`config.mk`:
```
export PLATFORM = sky130hd
export DESIGN_NAME = tql_mul
export DESIGN_NICKNAME = d
export VERILOG_FILES = /design/src/hdl/tql_pkg.sv /design/src/hdl/tql_mul.sv
export SDC_FILE = /design/constraint.sdc
export NUM_CORES = 2
export LEC_CHECK = 0
export BUFFER_PORTS_ARGS = -buffer_cell sky130_fd_sc_hd__buf_2
export CAP_MARGIN = 25
export CORE_ASPECT_RATIO = 1.75
export CORE_MARGIN = 2
export CORE_UTILIZATION = 30
export CTS_CLUSTER_SIZE = 14
export DETAILED_ROUTE_END_ITERATION = 8
export MAX_ROUTING_LAYER = met4
export PLACE_DENSITY = 0.51
export SYNTH_ARGS = -nofsm -noshare
export SYNTH_HDL_FRONTEND = slang
export SYNTH_SLANG_ARGS = --single-unit
```
`constraint.sdc`:
```
create_clock -name i_clk -period 7.6 [get_ports i_clk]
set_input_delay 0.38 -clock i_clk [delete_from_list [all_inputs] [get_ports i_clk]]
set_output_delay 0.38 -clock i_clk [all_outputs]
set_load 0.005 [all_outputs]
```
`src/hdl/tql_pkg.sv`:
```
// Shared types and constants of the tabular Q-learning agent.
// No dependencies; every other file of the block but tql_ram imports this package.
package tql_pkg;

    localparam int SCORE_W = 7;
    localparam int ACT_W   = 4;
    localparam int Q_W     = 32;
    localparam int MUL_A_W = 35;
    localparam int MUL_B_W = 17;
    localparam int PROD_W  = MUL_A_W + MUL_B_W;
    localparam int RND_W   = PROD_W - 16;

    localparam logic signed [RND_W-1:0] REWARD_Q = RND_W'(500 * 65536);
    localparam logic signed [Q_W-1:0]   Q_MAX    = 32'sh7FFF_FFFF;
    localparam logic signed [Q_W-1:0]   Q_MIN    = 32'sh8000_0000;

    localparam logic [2:0] REG_GOAL      = 3'd0;
    localparam logic [2:0] REG_EPS_START = 3'd1;
    localparam logic [2:0] REG_EPS_STEP  = 3'd2;
    localparam logic [2:0] REG_EPS_FLOOR = 3'd3;
    localparam logic [2:0] REG_LRATE     = 3'd4;
    localparam logic [2:0] REG_DISCOUNT  = 3'd5;

    localparam logic [6:0]  RST_GOAL      = 7'd100;
    localparam logic [31:0] RST_EPS_START = 32'hFFFF_FFFF;
    localparam logic [15:0] RST_EPS_STEP  = 16'd13;
    localparam logic [31:0] RST_EPS_FLOOR = 32'd21474836;
    localparam logic [15:0] RST_LRATE     = 16'd1966;
    localparam logic [15:0] RST_DISCOUNT  = 16'd62259;

    typedef enum logic [1:0] {
        FUNC_ACT   = 2'd0,
        FUNC_LEARN = 2'd1,
        FUNC_WRITE = 2'd2,
        FUNC_NOP   = 2'd3
    } t_func;

    typedef struct packed {
        t_func                     func;
        logic [SCORE_W-1:0]        own_score;
        logic [SCORE_W-1:0]        opp_score;
        logic [31:0]               rand_explore;
        logic [ACT_W-1:0]          rand_action;
        logic [ACT_W-1:0]          write_action;
        logic signed [Q_W-1:0]     write_value;
    } t_cmd;

    typedef struct packed {
        logic signed [4:0]         action;
        logic signed [Q_W-1:0]     q_value;
    } t_result;

    typedef enum logic [3:0] {
        ST_IDLE,
        ST_ROW,
        ST_BASE,
        ST_SCAN,
        ST_SCAN_END,
        ST_PROW,
        ST_PBASE,
        ST_RDCUR,
        ST_MUL1,
        ST_TGT,
        ST_MUL2,
        ST_UPD,
        ST_FIN
    } t_state;

    typedef struct packed {
        logic sel_prev;
        logic row_en;
        logic base_en;
    } t_addr_ctl;

endpackage

```
`src/hdl/tql_mul.sv`:
```
// Shared signed multiplier with a registered product, used for both
// products of the Q update. Depends on tql_pkg.
module tql_mul import tql_pkg::*; (
    input  logic                      i_clk,
    input  logic signed [MUL_A_W-1:0] i_a,
    input  logic signed [MUL_B_W-1:0] i_b,
    output logic signed [PROD_W-1:0]  o_p
);

    logic signed [PROD_W-1:0] r_p;

    always_ff @(posedge i_clk) begin
        r_p <= PROD_W'(i_a) * PROD_W'(i_b);
    end

    assign o_p = r_p;

endmodule

```
# Yosys cells after proc, flatten, opt, wreduce, memory -nomap -nowiden
# Index checks and enable logic that the tools add are counted.
[word_totals]
regBits = 52
input_bits = 53
output_inout_bits = 52
elab_cells = 2
[op_classes]
multipliers = 1
[ops]
columns = ["op", "n"]
rows = [
  ["$mul A35 B17 Y52", 1],
]

# Logic depth before layout (Yosys ltp)
[logic_depth]
depth_word = 1
mapped_depth = 25
mapped_depth_nobuf = 23

# Worst setup path before layout
# Ideal clock, no wire load.
[synth_path]
path_kind = "input port to flip-flop"
startpoint = "input i_b[2]"
endpoint = "register r_p[51] (netlist: o_p[51])"
setup_time_ps = 72
arrival_time_ps = 6114
required_ps = 7528
path_slack_ps = 1414
stages = 24
path_buffers = 2
cell_sequence = "clkbuf_1 > clkbuf_1 > nand2_1 > fa_1 > inv_1 > fa_1 > inv_1 > fa_1 > inv_1 > fa_1 > fa_1 > inv_1 > fa_1 > inv_1 > ha_1 > a21oi_1 > o21ai_1 > a221oi_1 > nor2_1 > a211o_1 > a21o_1 > a221o_1 > a21oi_1 > xnor2_1"
[synth_via]
elab_chain_len = 1
[synth_lines]
columns = ["element", "line", "source"]
rows = [
  ["start: declaration", "tql_mul.sv:6", "input logic signed [MUL_B_W-1:0] i_b,"],
  ["$mul A35 B17 Y52", "tql_mul.sv:13", "r_p <= PROD_W'(i_a) * PROD_W'(i_b);"],
  ["end signal: assignment", "tql_mul.sv:13", ""],
  ["end: declaration", "tql_mul.sv:10", "logic signed [PROD_W-1:0] r_p;"],
]
# No other way between the ends.

# Final worst setup path
[layout_path]
startpoint = "input i_b[6]"
endpoint = "register r_p[51] (netlist: o_p[51])"
# Same word-level chain as after synthesis.

==> summary.txt <==
Routing
  • Vias per cell: around 4.7
  • Met3 routed wirelength: 1800 um
  • Drt initial violations: ~550
  • Via Count: 15,482
  • Met2 Wirelength: between 30,000 and 40,000 um
  • Antenna Nets Post-Route: 0
  • DR top layer: met4
  • Drt total wl: roughly 65,000 um
  • DRC viols: 0
  • Met1 Routed Length: around 21,000 um
  • TritonRoute pass-1 iters: 5
  • Routed wire per std cell: about 19 um

Global routing
  • Initial antenna violation count: 5
  • Vias in the first global route: about 18,000
  • Grt ovf: 0
  • Largest net degree at the start of global routing: 36
  • First-pass GRT wire length: approximately 100,000 um
  • Total Routing Usage GR: between 15 and 20%

STA
  • Max Freq: 144 MHz
  • Final period util: between 90% and 100%
  • RSZ-0062 raised after global routing: false
  • Worst hold margin: a little under 0.5 ns
  • Least-Margin Pin Slew: approximately 0.90 ns
  • Slew HR: between 30% and 40%
  • Final hold violation count: 0
  • Final Critical Period: about 6.9 ns
  • Setup_tns: 0 ns
  • Final Setup Violations: 0
  • Final setup margin: ~0.66 ns
  • Max-slew violation count: 0

Die
  • Die height: 357 um
  • Die area: about 74,000 um^2
  • Core ar.: around 70,000 um^2
  • # rows: between 100 and 150
  • Top-Level Pins: around 110
  • Die W: between 200 and 250 um
  • Starting Density: between 30 and 40%

Clock tree
  • Post-CTS setup buffer count: 0
  • Cts hold-fix bufs: 0
  • Reg clk slew, reported paths: 0.09 ns
  • Clock Tree Root: clkbuf_16
  • Clk sink count: 52
  • Cts bufs inserted: 5
  • Cells resized by post-CTS repair: 0
  • Clock Path Buffers: 2
  • CTS tree: done
  • H-tree depth: 2

Yosys
  • Syn Area/Cell: 9.13 um^2
  • Ys async rst share: 0%
  • Top FF cell, synth: dfxtp_1
  • Number of synthesized flops with an enable pin: 0
  • Sequential fraction of the synthesis area: under 10%
  • Synthesized area: around 21,000 um^2
  • Post-Syn Instances: 2,345
  • Register bit total from synthesis: 52
  • Netlist cell types: 56
  • Yosys Warn Count: 0
  • Syn Nets: slightly above 3,000

Critical path
  • Critical path depth: 24
  • Crit path max fanout: 23
  • CP Buf/Inv Count: 7
  • Cell family with most CP delay: adder cells
  • Crit start category: primary input
  • Crit-path cells: buf_2 -> buf_4 -> nand2_1 -> fa_1 -> inv_1 -> fa_1 -> inv_1 -> fa_1 -> inv_1 -> fa_1 -> fa_1 -> inv_1 -> fa_1 -> inv_1 -> ha_1 -> a21oi_1 -> o21ai_1 -> a221oi_1 -> nor2_1 -> a211o_1 -> a21o_1 -> a221o_1 -> a21oi_1 -> xnor2_1
  • Most common cell on crit path: fa_1
  • WP data required: 7.87 ns
  • CP max stage cell: a221oi_1
  • CP arrival: roughly 7 ns
  • Crit. End Element: flop
  • Crit Path Class: in -> reg
  • Crit-path max cell delay: ~0.64 ns

Cells and area
  • Fill count: ~7,400
  • # nets final: 3,130
  • Layout overhead on the synthesized area: 8.41%
  • Layout cells sized above 1: under 10%
  • Max reg flops: 52
  • Util after Layout: between 30 and 40%

Min path
  • Hold depth: 2
  • Worst hold path type: in -> reg

Flow run
  • # Max-Cap Violations: 0

Placed design
  • Buffers on Ports: 104
  • Worst slack, placed: around 0.23 ns
  • GPL Wtd Cong: 0.887
  • Dpl hpwl: between 50,000 and 60,000 um

Status
  • Outcome: finished, final reports clean
-- per-layer routing --
layer | vias to the layer above | track usage (%)
li1 | 6817 | -
met1 | 8185 | 18.4
met2 | 342 | 38.0
met3 | 138 | 1.52
met4 | 0 | 10.0
met5 | - | -
-- synthesized netlist by cell type (all sizes together), types with 5 or more instances --
cell type,instances,area (um^2)
a211oi,6,55.1
a21o,15,113
a21oi,53,273
a31oi,5,31.3
and2,259,1620
buf,6,30.0
clkbuf,103,388
dfxtp,52,1040
fa,566,11300
ha,121,1510
inv,598,2240
nand2,334,1250
nand2b,11,68.8
nand4,8,50.1
nor2,55,209
nor3,9,45.0
o211ai,5,37.5
o21a,5,38.8
o21ai,34,174
o21bai,8,60.1
xnor2,40,350
xor2,14,123
-- final timing paths --
check | start | endpoint | slack (ns)
max | i_b[6] | o_p[51] | 0.66
min | i_a[0] | o_p[0] | 0.49
-- through the flow --
step | cells | area [um^2]
2_1_floorplan | 2345 | 21400
3_3_place_gp | 3300 | 23100
3_5_place_dp | 3300 | 23100
4_1_cts | 3308 | 23200
5_1_grt | 3313 | 23200
6_report | 3313 | 23200
-- final cells by class --
| class | instances | area (um^2) | share of cell area (%) |
|---|---|---|---|
| Multi-Input combinational cell | 1586 | 17700 | 76.3 |
| Inverter | 598 | 2240 | 9.67 |
| Tap cell | 917 | 1150 | 4.94 |
| Sequential cell | 52 | 1040 | 4.48 |
| Timing Repair Buffer | 147 | 906 | 3.90 |
| Clock buffer | 6 | 139 | 0.598 |
| Clock inverter | 2 | 15.0 | 0.0647 |
| Antenna cell | 5 | 12.5 | 0.0539 |
-- placed cells by master (no fill, tap or decap), drive strengths merged, types with 2 or more instances in the layout --
cell        n
o2111ai     2
a21o       15
a2111oi     2
a221o       2
o21a        5
mux2i       2
nor3        9
o211ai      5
a211oi      6
o22ai       2
o21bai      8
or2         2
inv       598
nor2       55
and2      259
xnor2      40
a311oi      2
nor2b       2
nand3       3
diode       5
nand2     334
xor2       14
a31oi       5
a21oi      53
nand2b     11
nand4       8
a221oi      2
clkinvlp    2
clkbuf      6
ha        121
fa        566
o21ai      34
dfxtp      52
buf       147
a211o       2
and3        3
-- cell families (layout without fill, tap and decap cells) --
family                   after synthesis  count (layout)  share of synthesized area [%]
adder cells (fa/ha/maj)              687             687                           60.0
AO/OA/AOI/OAI                        152             152                           4.79
AND/OR/NAND/NOR                      691             691                           15.6
flip-flops                            52              52                           4.86
other                                  0               5                              0
XOR/XNOR                              54              54                           2.21
buffers and inverters                707             753                           12.4
multiplexers                           2               2                         0.0935
Power is left out: the tool's default activity adds up to more than one toggle a clock period on the data nets, which glitch-free logic cannot reach.
