`config.mk`:
```
export PLATFORM = sky130hd
export DESIGN_NAME = tql_addr
export DESIGN_NICKNAME = d
export VERILOG_FILES = /design/src/hdl/tql_pkg.sv /design/src/hdl/tql_addr.sv
export SDC_FILE = /design/constraint.sdc
export NUM_CORES = 1
export LEC_CHECK = 0
export BUFFER_PORTS_ARGS = -buffer_cell sky130_fd_sc_hd__buf_2
export CAP_MARGIN = 30
export CORE_ASPECT_RATIO = 0.9
export CORE_MARGIN = 4
export CORE_UTILIZATION = 42
export DETAILED_ROUTE_END_ITERATION = 6
export SYNTH_ARGS = -nofsm -noshare
export SYNTH_HDL_FRONTEND = slang
export SYNTH_SLANG_ARGS = --single-unit
```
`constraint.sdc`:
```
create_clock -name i_clk -period 4.62 [get_ports i_clk]
set_clock_uncertainty 0.1 [all_clocks]
set_input_delay 0.231 -clock i_clk [delete_from_list [all_inputs] [get_ports i_clk]]
set_output_delay 0.231 -clock i_clk [all_outputs]
set_load 0.05 [all_outputs]
```
`src/hdl/tql_pkg.sv`:
```
// Shared types and constants of the tabular Q-learning agent.
// No dependencies; every other file of the block but tql_ram imports this package.
package tql_pkg;

    localparam int SCORE_W = 7;
    localparam int ACT_W   = 4;
    localparam int Q_W     = 32;
    localparam int MUL_A_W = 35;
    localparam int MUL_B_W = 17;
    localparam int PROD_W  = MUL_A_W + MUL_B_W;
    localparam int RND_W   = PROD_W - 16;

    localparam logic signed [RND_W-1:0] REWARD_Q = RND_W'(500 * 65536);
    localparam logic signed [Q_W-1:0]   Q_MAX    = 32'sh7FFF_FFFF;
    localparam logic signed [Q_W-1:0]   Q_MIN    = 32'sh8000_0000;

    localparam logic [2:0] REG_GOAL      = 3'd0;
    localparam logic [2:0] REG_EPS_START = 3'd1;
    localparam logic [2:0] REG_EPS_STEP  = 3'd2;
    localparam logic [2:0] REG_EPS_FLOOR = 3'd3;
    localparam logic [2:0] REG_LRATE     = 3'd4;
    localparam logic [2:0] REG_DISCOUNT  = 3'd5;

    localparam logic [6:0]  RST_GOAL      = 7'd100;
    localparam logic [31:0] RST_EPS_START = 32'hFFFF_FFFF;
    localparam logic [15:0] RST_EPS_STEP  = 16'd13;
    localparam logic [31:0] RST_EPS_FLOOR = 32'd21474836;
    localparam logic [15:0] RST_LRATE     = 16'd1966;
    localparam logic [15:0] RST_DISCOUNT  = 16'd62259;

    typedef enum logic [1:0] {
        FUNC_ACT   = 2'd0,
        FUNC_LEARN = 2'd1,
        FUNC_WRITE = 2'd2,
        FUNC_NOP   = 2'd3
    } t_func;

    typedef struct packed {
        t_func                     func;
        logic [SCORE_W-1:0]        own_score;
        logic [SCORE_W-1:0]        opp_score;
        logic [31:0]               rand_explore;
        logic [ACT_W-1:0]          rand_action;
        logic [ACT_W-1:0]          write_action;
        logic signed [Q_W-1:0]     write_value;
    } t_cmd;

    typedef struct packed {
        logic signed [4:0]         action;
        logic signed [Q_W-1:0]     q_value;
    } t_result;

    typedef enum logic [3:0] {
        ST_IDLE,
        ST_ROW,
        ST_BASE,
        ST_SCAN,
        ST_SCAN_END,
        ST_PROW,
        ST_PBASE,
        ST_RDCUR,
        ST_MUL1,
        ST_TGT,
        ST_MUL2,
        ST_UPD,
        ST_FIN
    } t_state;

    typedef struct packed {
        logic sel_prev;
        logic row_en;
        logic base_en;
    } t_addr_ctl;

endpackage

```
`src/hdl/tql_addr.sv`:
```
// Table address unit: (player, opponent) row over two registered steps,
// then row base plus action index. Depends on tql_pkg.
module tql_addr import tql_pkg::*; #(
    parameter int NUM_ACTIONS  = 12,
    parameter int SCORE_LEVELS = 101,
    localparam int AW = $clog2(SCORE_LEVELS * SCORE_LEVELS * NUM_ACTIONS)
) (
    input  logic               i_clk,
    input  t_addr_ctl          i_ctl,
    input  logic [SCORE_W-1:0] i_cur_p,
    input  logic [SCORE_W-1:0] i_cur_o,
    input  logic [SCORE_W-1:0] i_prev_p,
    input  logic [SCORE_W-1:0] i_prev_o,
    input  logic [ACT_W-1:0]   i_idx,
    output logic [AW-1:0]      o_addr
);

    localparam int RW = $clog2(SCORE_LEVELS * SCORE_LEVELS);

    logic [RW-1:0]      r_row;
    logic [AW-1:0]      r_base;
    logic [SCORE_W-1:0] sel_p;
    logic [SCORE_W-1:0] sel_o;

    assign sel_p = i_ctl.sel_prev ? i_prev_p : i_cur_p;
    assign sel_o = i_ctl.sel_prev ? i_prev_o : i_cur_o;

    always_ff @(posedge i_clk) begin
        if (i_ctl.row_en) begin
            r_row <= RW'(RW'(sel_p) * RW'(SCORE_LEVELS)) + RW'(sel_o);
        end
        if (i_ctl.base_en) begin
            r_base <= AW'(AW'(r_row) * AW'(NUM_ACTIONS));
        end
    end

    assign o_addr = r_base + AW'(i_idx);

endmodule

```
## Word level (Yosys, flattened, before mapping)

Cells that the tools add are included.

- Reductions and logical operators: 0
- Multiplexer cells: 2
- Divide/modulo/power cells: 0
- Equal/unequal tests: 0
- Bitwise gates (word level): 0
- Shifts and indexed selects: 0
- $lt $le $gt $ge: 0
- Multiply operators: 2
- Add/subtract/negate cells: 2

Operator list:

| operator | number |
|---|---|
| adder 17 x 4 -> 17 bit | 1 |
| multiplier 14 x 2 -> 15 bit (second input constant) | 1 |
| adder 14 x 7 -> 14 bit | 1 |
| multiplier 7 x 7 -> 14 bit (second input constant) | 1 |
| 2-to-1 mux 7 bit | 2 |

- Output and inout port bits: 17
- Memory bits (read-only): 0
- Memories: 0
- Latch bits: 0
- Word-level logic and storage cells: 8
- Bits in registers: 29
- Input port bits: 36
- Memory bits (writable): 0

## Logic depth before layout (Yosys ltp)

- Word-level depth: 3
- Mapped depth: 14
- Gate-level depth less buffers: 13

## Least setup slack after synthesis

OpenSTA, ideal clock, no wires.

- Kind: input -> register
- From: in i_ctl[2] in the netlist's numbering
- To: reg r_row[13] (data pin)
- Stages on the path: 14
- Path buffers: 1
- Setup time: 260 ps
- Data arrival time: 3971 ps
- Path slack: 289 ps
- Cells stage by stage: clkbuf_1 > mux2_2 > ha_1 > ha_1 > inv_1 > fa_1 > fa_1 > inv_1 > ha_1 > and3_1 > a2111oi_4 > a21oi_2 > a41oi_2 > xnor2_1

- Cells in the longest elaborated chain, start to end: 3
- Elaborated cells between the ends (all ways): 4

Ends and longest elaborated chain:

| item | RTL line | text |
|---|---|---|
| start: declaration | tql_addr.sv:9 | `input t_addr_ctl i_ctl,` |
| 2-to-1 mux 7 bit | tql_addr.sv:25 | `assign sel_p = i_ctl.sel_prev ? i_prev_p : i_cur_p;` |
| multiplier 7 x 7 -> 14 bit | tql_addr.sv:30 | `r_row <= RW'(RW'(sel_p) * RW'(SCORE_LEVELS)) + RW'(sel_o);` |
| adder 14 x 7 -> 14 bit * | tql_addr.sv:30 |  |
| end signal: assignment | tql_addr.sv:30 |  |
| end: declaration | tql_addr.sv:20 | `logic [RW-1:0] r_row;` |

Mark *: on every way between the ends. The rest lies on a longest branch, timed or not.
A chain may end at the register's enable or synchronous reset.

## Worst setup path after layout

Same ends and word-level chain as after synthesis.

==> run metrics <==
met3 routed wirelength=281 um; final worst slack=about 650 ps; port bufs=48; vias post-DR=2,120; number of global-route vias before repair=approximately 2,100; share of cells above drive strength 1=0.211; crit path kind=primary input to register; Max Cap Viol=0; R2R Path Start=r_row[1]; first-pass GRT wire length=about 8400 um; CP Max Fanout=7; distinct cell type count after synthesis=45; row cnt=29; ANT nets after route=0; uppermost layer routed=met4; clock sink count=29; clk buf depth=2; Cell Count, Final, Fillers Out=between 400 and 500; Seq. cell area=~870 um2; core box area=7180 um2; Hold Fails Final Rpt=0; yosys warns=0; Final setup viols=0; hpwl dp=4370 um; root buf cell=clkbuf_8; final core occ=0.499; Lkg Pwr=~0.0017 uW; diode count=0; Worst EP required=~4500 ps; hold endpoint=r_row[13]; Post-synth top flop=edfxtp_1; metal1 wirelength=~2200 um; CTS Buf Count=5; unrepaired setup endpoints after global routing=no; routed vias/inst=4.72; num ports=53; commonest non-fill, non-tap cell in the layout=ha_1; R2R Path End=r_base[13]; register bit total from synthesis=29; met2 routed WL=approximately 2400 um; crit start category=primary input; post-CTS setup buffer count=0; final clock period utilization by the worst path=0.860; asr flop ratio synth=0; Crit. End Element=register; Pre-Repair DR Iteration Count=4; drt total wl=roughly 4900 um; drt initial violations=54; syn nets=410; Min Hold Slack=roughly 260 ps; hold_buf cts=0; outcome=completed; Starting Density=0.440; Slew HR=0.786; Nets=463; Hold Path Origin=i_ctl[1]; GP Congestion=0.804; hold path depth=1; HP Class=primary input to register; die extent in y=90.3 um; Worst EP arrival=a little under 4000 ps; Post-Syn Instances=slightly above 300; Worst VDD drop=about 0.21 mV; Place WS=339 ps; All-Layer GR Usage=0.111; area of the multi-input gates=around 2100 um2; CTS tree=built; dpl cells=roughly 440; H-tree depth=2; fin crit period=between 3000 and 4000 ps; most frequent cells in the layout=ha_1 (61), buf_2 (48), inv_1 (46), edfxtp_1 (29), xnor2_1 (25); Syn Area/Cell=roughly 10 um2; # fillers=just under 700; EDFF count, synth=29; Die Span X=99.4 um; PwrDens=659 nW/um2; Seq/Total Area, Yosys=0.276; Fin Setup TNS=0 ps; f_max=roughly 250 MHz; reg2reg setup slack=2360 ps; Wirelength per Cell=roughly 11 um; CTS clk-pin slew, worst paths=approximately 60 ps; grt total ovfl=0; slew at the pin with the worst max-slew slack=318 ps; largest net degree at the start of global routing=16; Mapped Area=3160 um2; post-CTS resize count=0; DRC Markers=0; Reg2Reg Depth=8; max-slew violation count=0; area grow syn2layout=13.5%; crit path from=i_ctl[2]; full die area=~9000 um2; Worst-Skew Late Latency=approximately 270 ps; antenna violations before repair=0
## critical path, stage by stage
cell and delay, ps:
buf_2 160, mux2_2 400, ha_1 300, ha_1 280, inv_1 50, fa_1 500, fa_1 540, inv_1 40
ha_1 340, and3_1 230, a2111oi_4 380, a21oi_2 140, a41oi_2 210, xnor2_1 80
## stage by stage
step	cell area, um2	total power [uW]
2_1_floorplan	3160	1910
3_3_place_gp	3510	2180
3_5_place_dp	3510	2200
4_1_cts	3590	2400
5_1_grt	3590	2590
6_report	3590	2360
## synth_stat cells, types with 2 or more instances
master    count  area [um2]
ha_1         61         763
inv_1        46         173
edfxtp_1     29         871
xnor2_1      25         219
a21oi_1      15        75.1
nand2_1      14        52.6
mux2_2       12         135
fa_1         11         220
nor2_1       11        41.3
xor2_1       11        96.3
o21a_1        6        45.0
o21ai_0       6        30.0
and3_1        5        31.3
nor3_1        4        20.0
a21o_1        3        22.5
and2_1        3        18.8
nor2b_1       3        18.8
a211oi_1      2        15.0
a21boi_1      2        15.0
a21oi_2       2        17.5
a31oi_1       2        12.5
buf_4         2        15.0
mux2i_1       2        20.0
nand2b_1      2        12.5
nand4_1       2        12.5
o21bai_1      2        15.0
## kinds of logic after synthesis
family | after synthesis | share of synthesized area
and+or+nand+nor | 52 | 0.0867
DFF | 29 | 0.276
buffers and inverters | 49 | 0.0606
AOI/OAI and AO/OA | 50 | 0.117
muxes | 14 | 0.0491
adders and majority gates | 72 | 0.311
xor gates and xnor gates | 36 | 0.0998
## worst max path at each step
stage	end	slack [ps]	cells past startpoint
floorplan	r_row[13]	290	14
global placement	r_row[13]	390	14
detailed placement	r_row[13]	340	14
CTS	r_row[13]	630	14
global route	r_row[13]	460	14
finish	r_row[13]	650	14
## power breakdown
part,internal (uW),total [uW],switching [uW]
combinational,675,1590,919
sequential,507,583,75.9
clock,106,186,79.9
## layer usage
metal  up-vias  GRT usage
met5         -          0
met4         0     0.0410
met3         6     0.0193
met2        47      0.198
met1       911      0.132
li1       1156          -
## registers in the layout, indices dropped and copies added (netlist names)
name	flops
r_base	15
r_row	14
## final cells by class
cell class | count | area share
Multi-Input combinational cell | 224 | 0.585
Sequential cell | 29 | 0.243
Timing Repair Buffer | 49 | 0.0691
Inverter | 46 | 0.0482
Tap cell | 93 | 0.0324
Clock buffer | 8 | 0.0223
(Power assumes the default switching activity.)
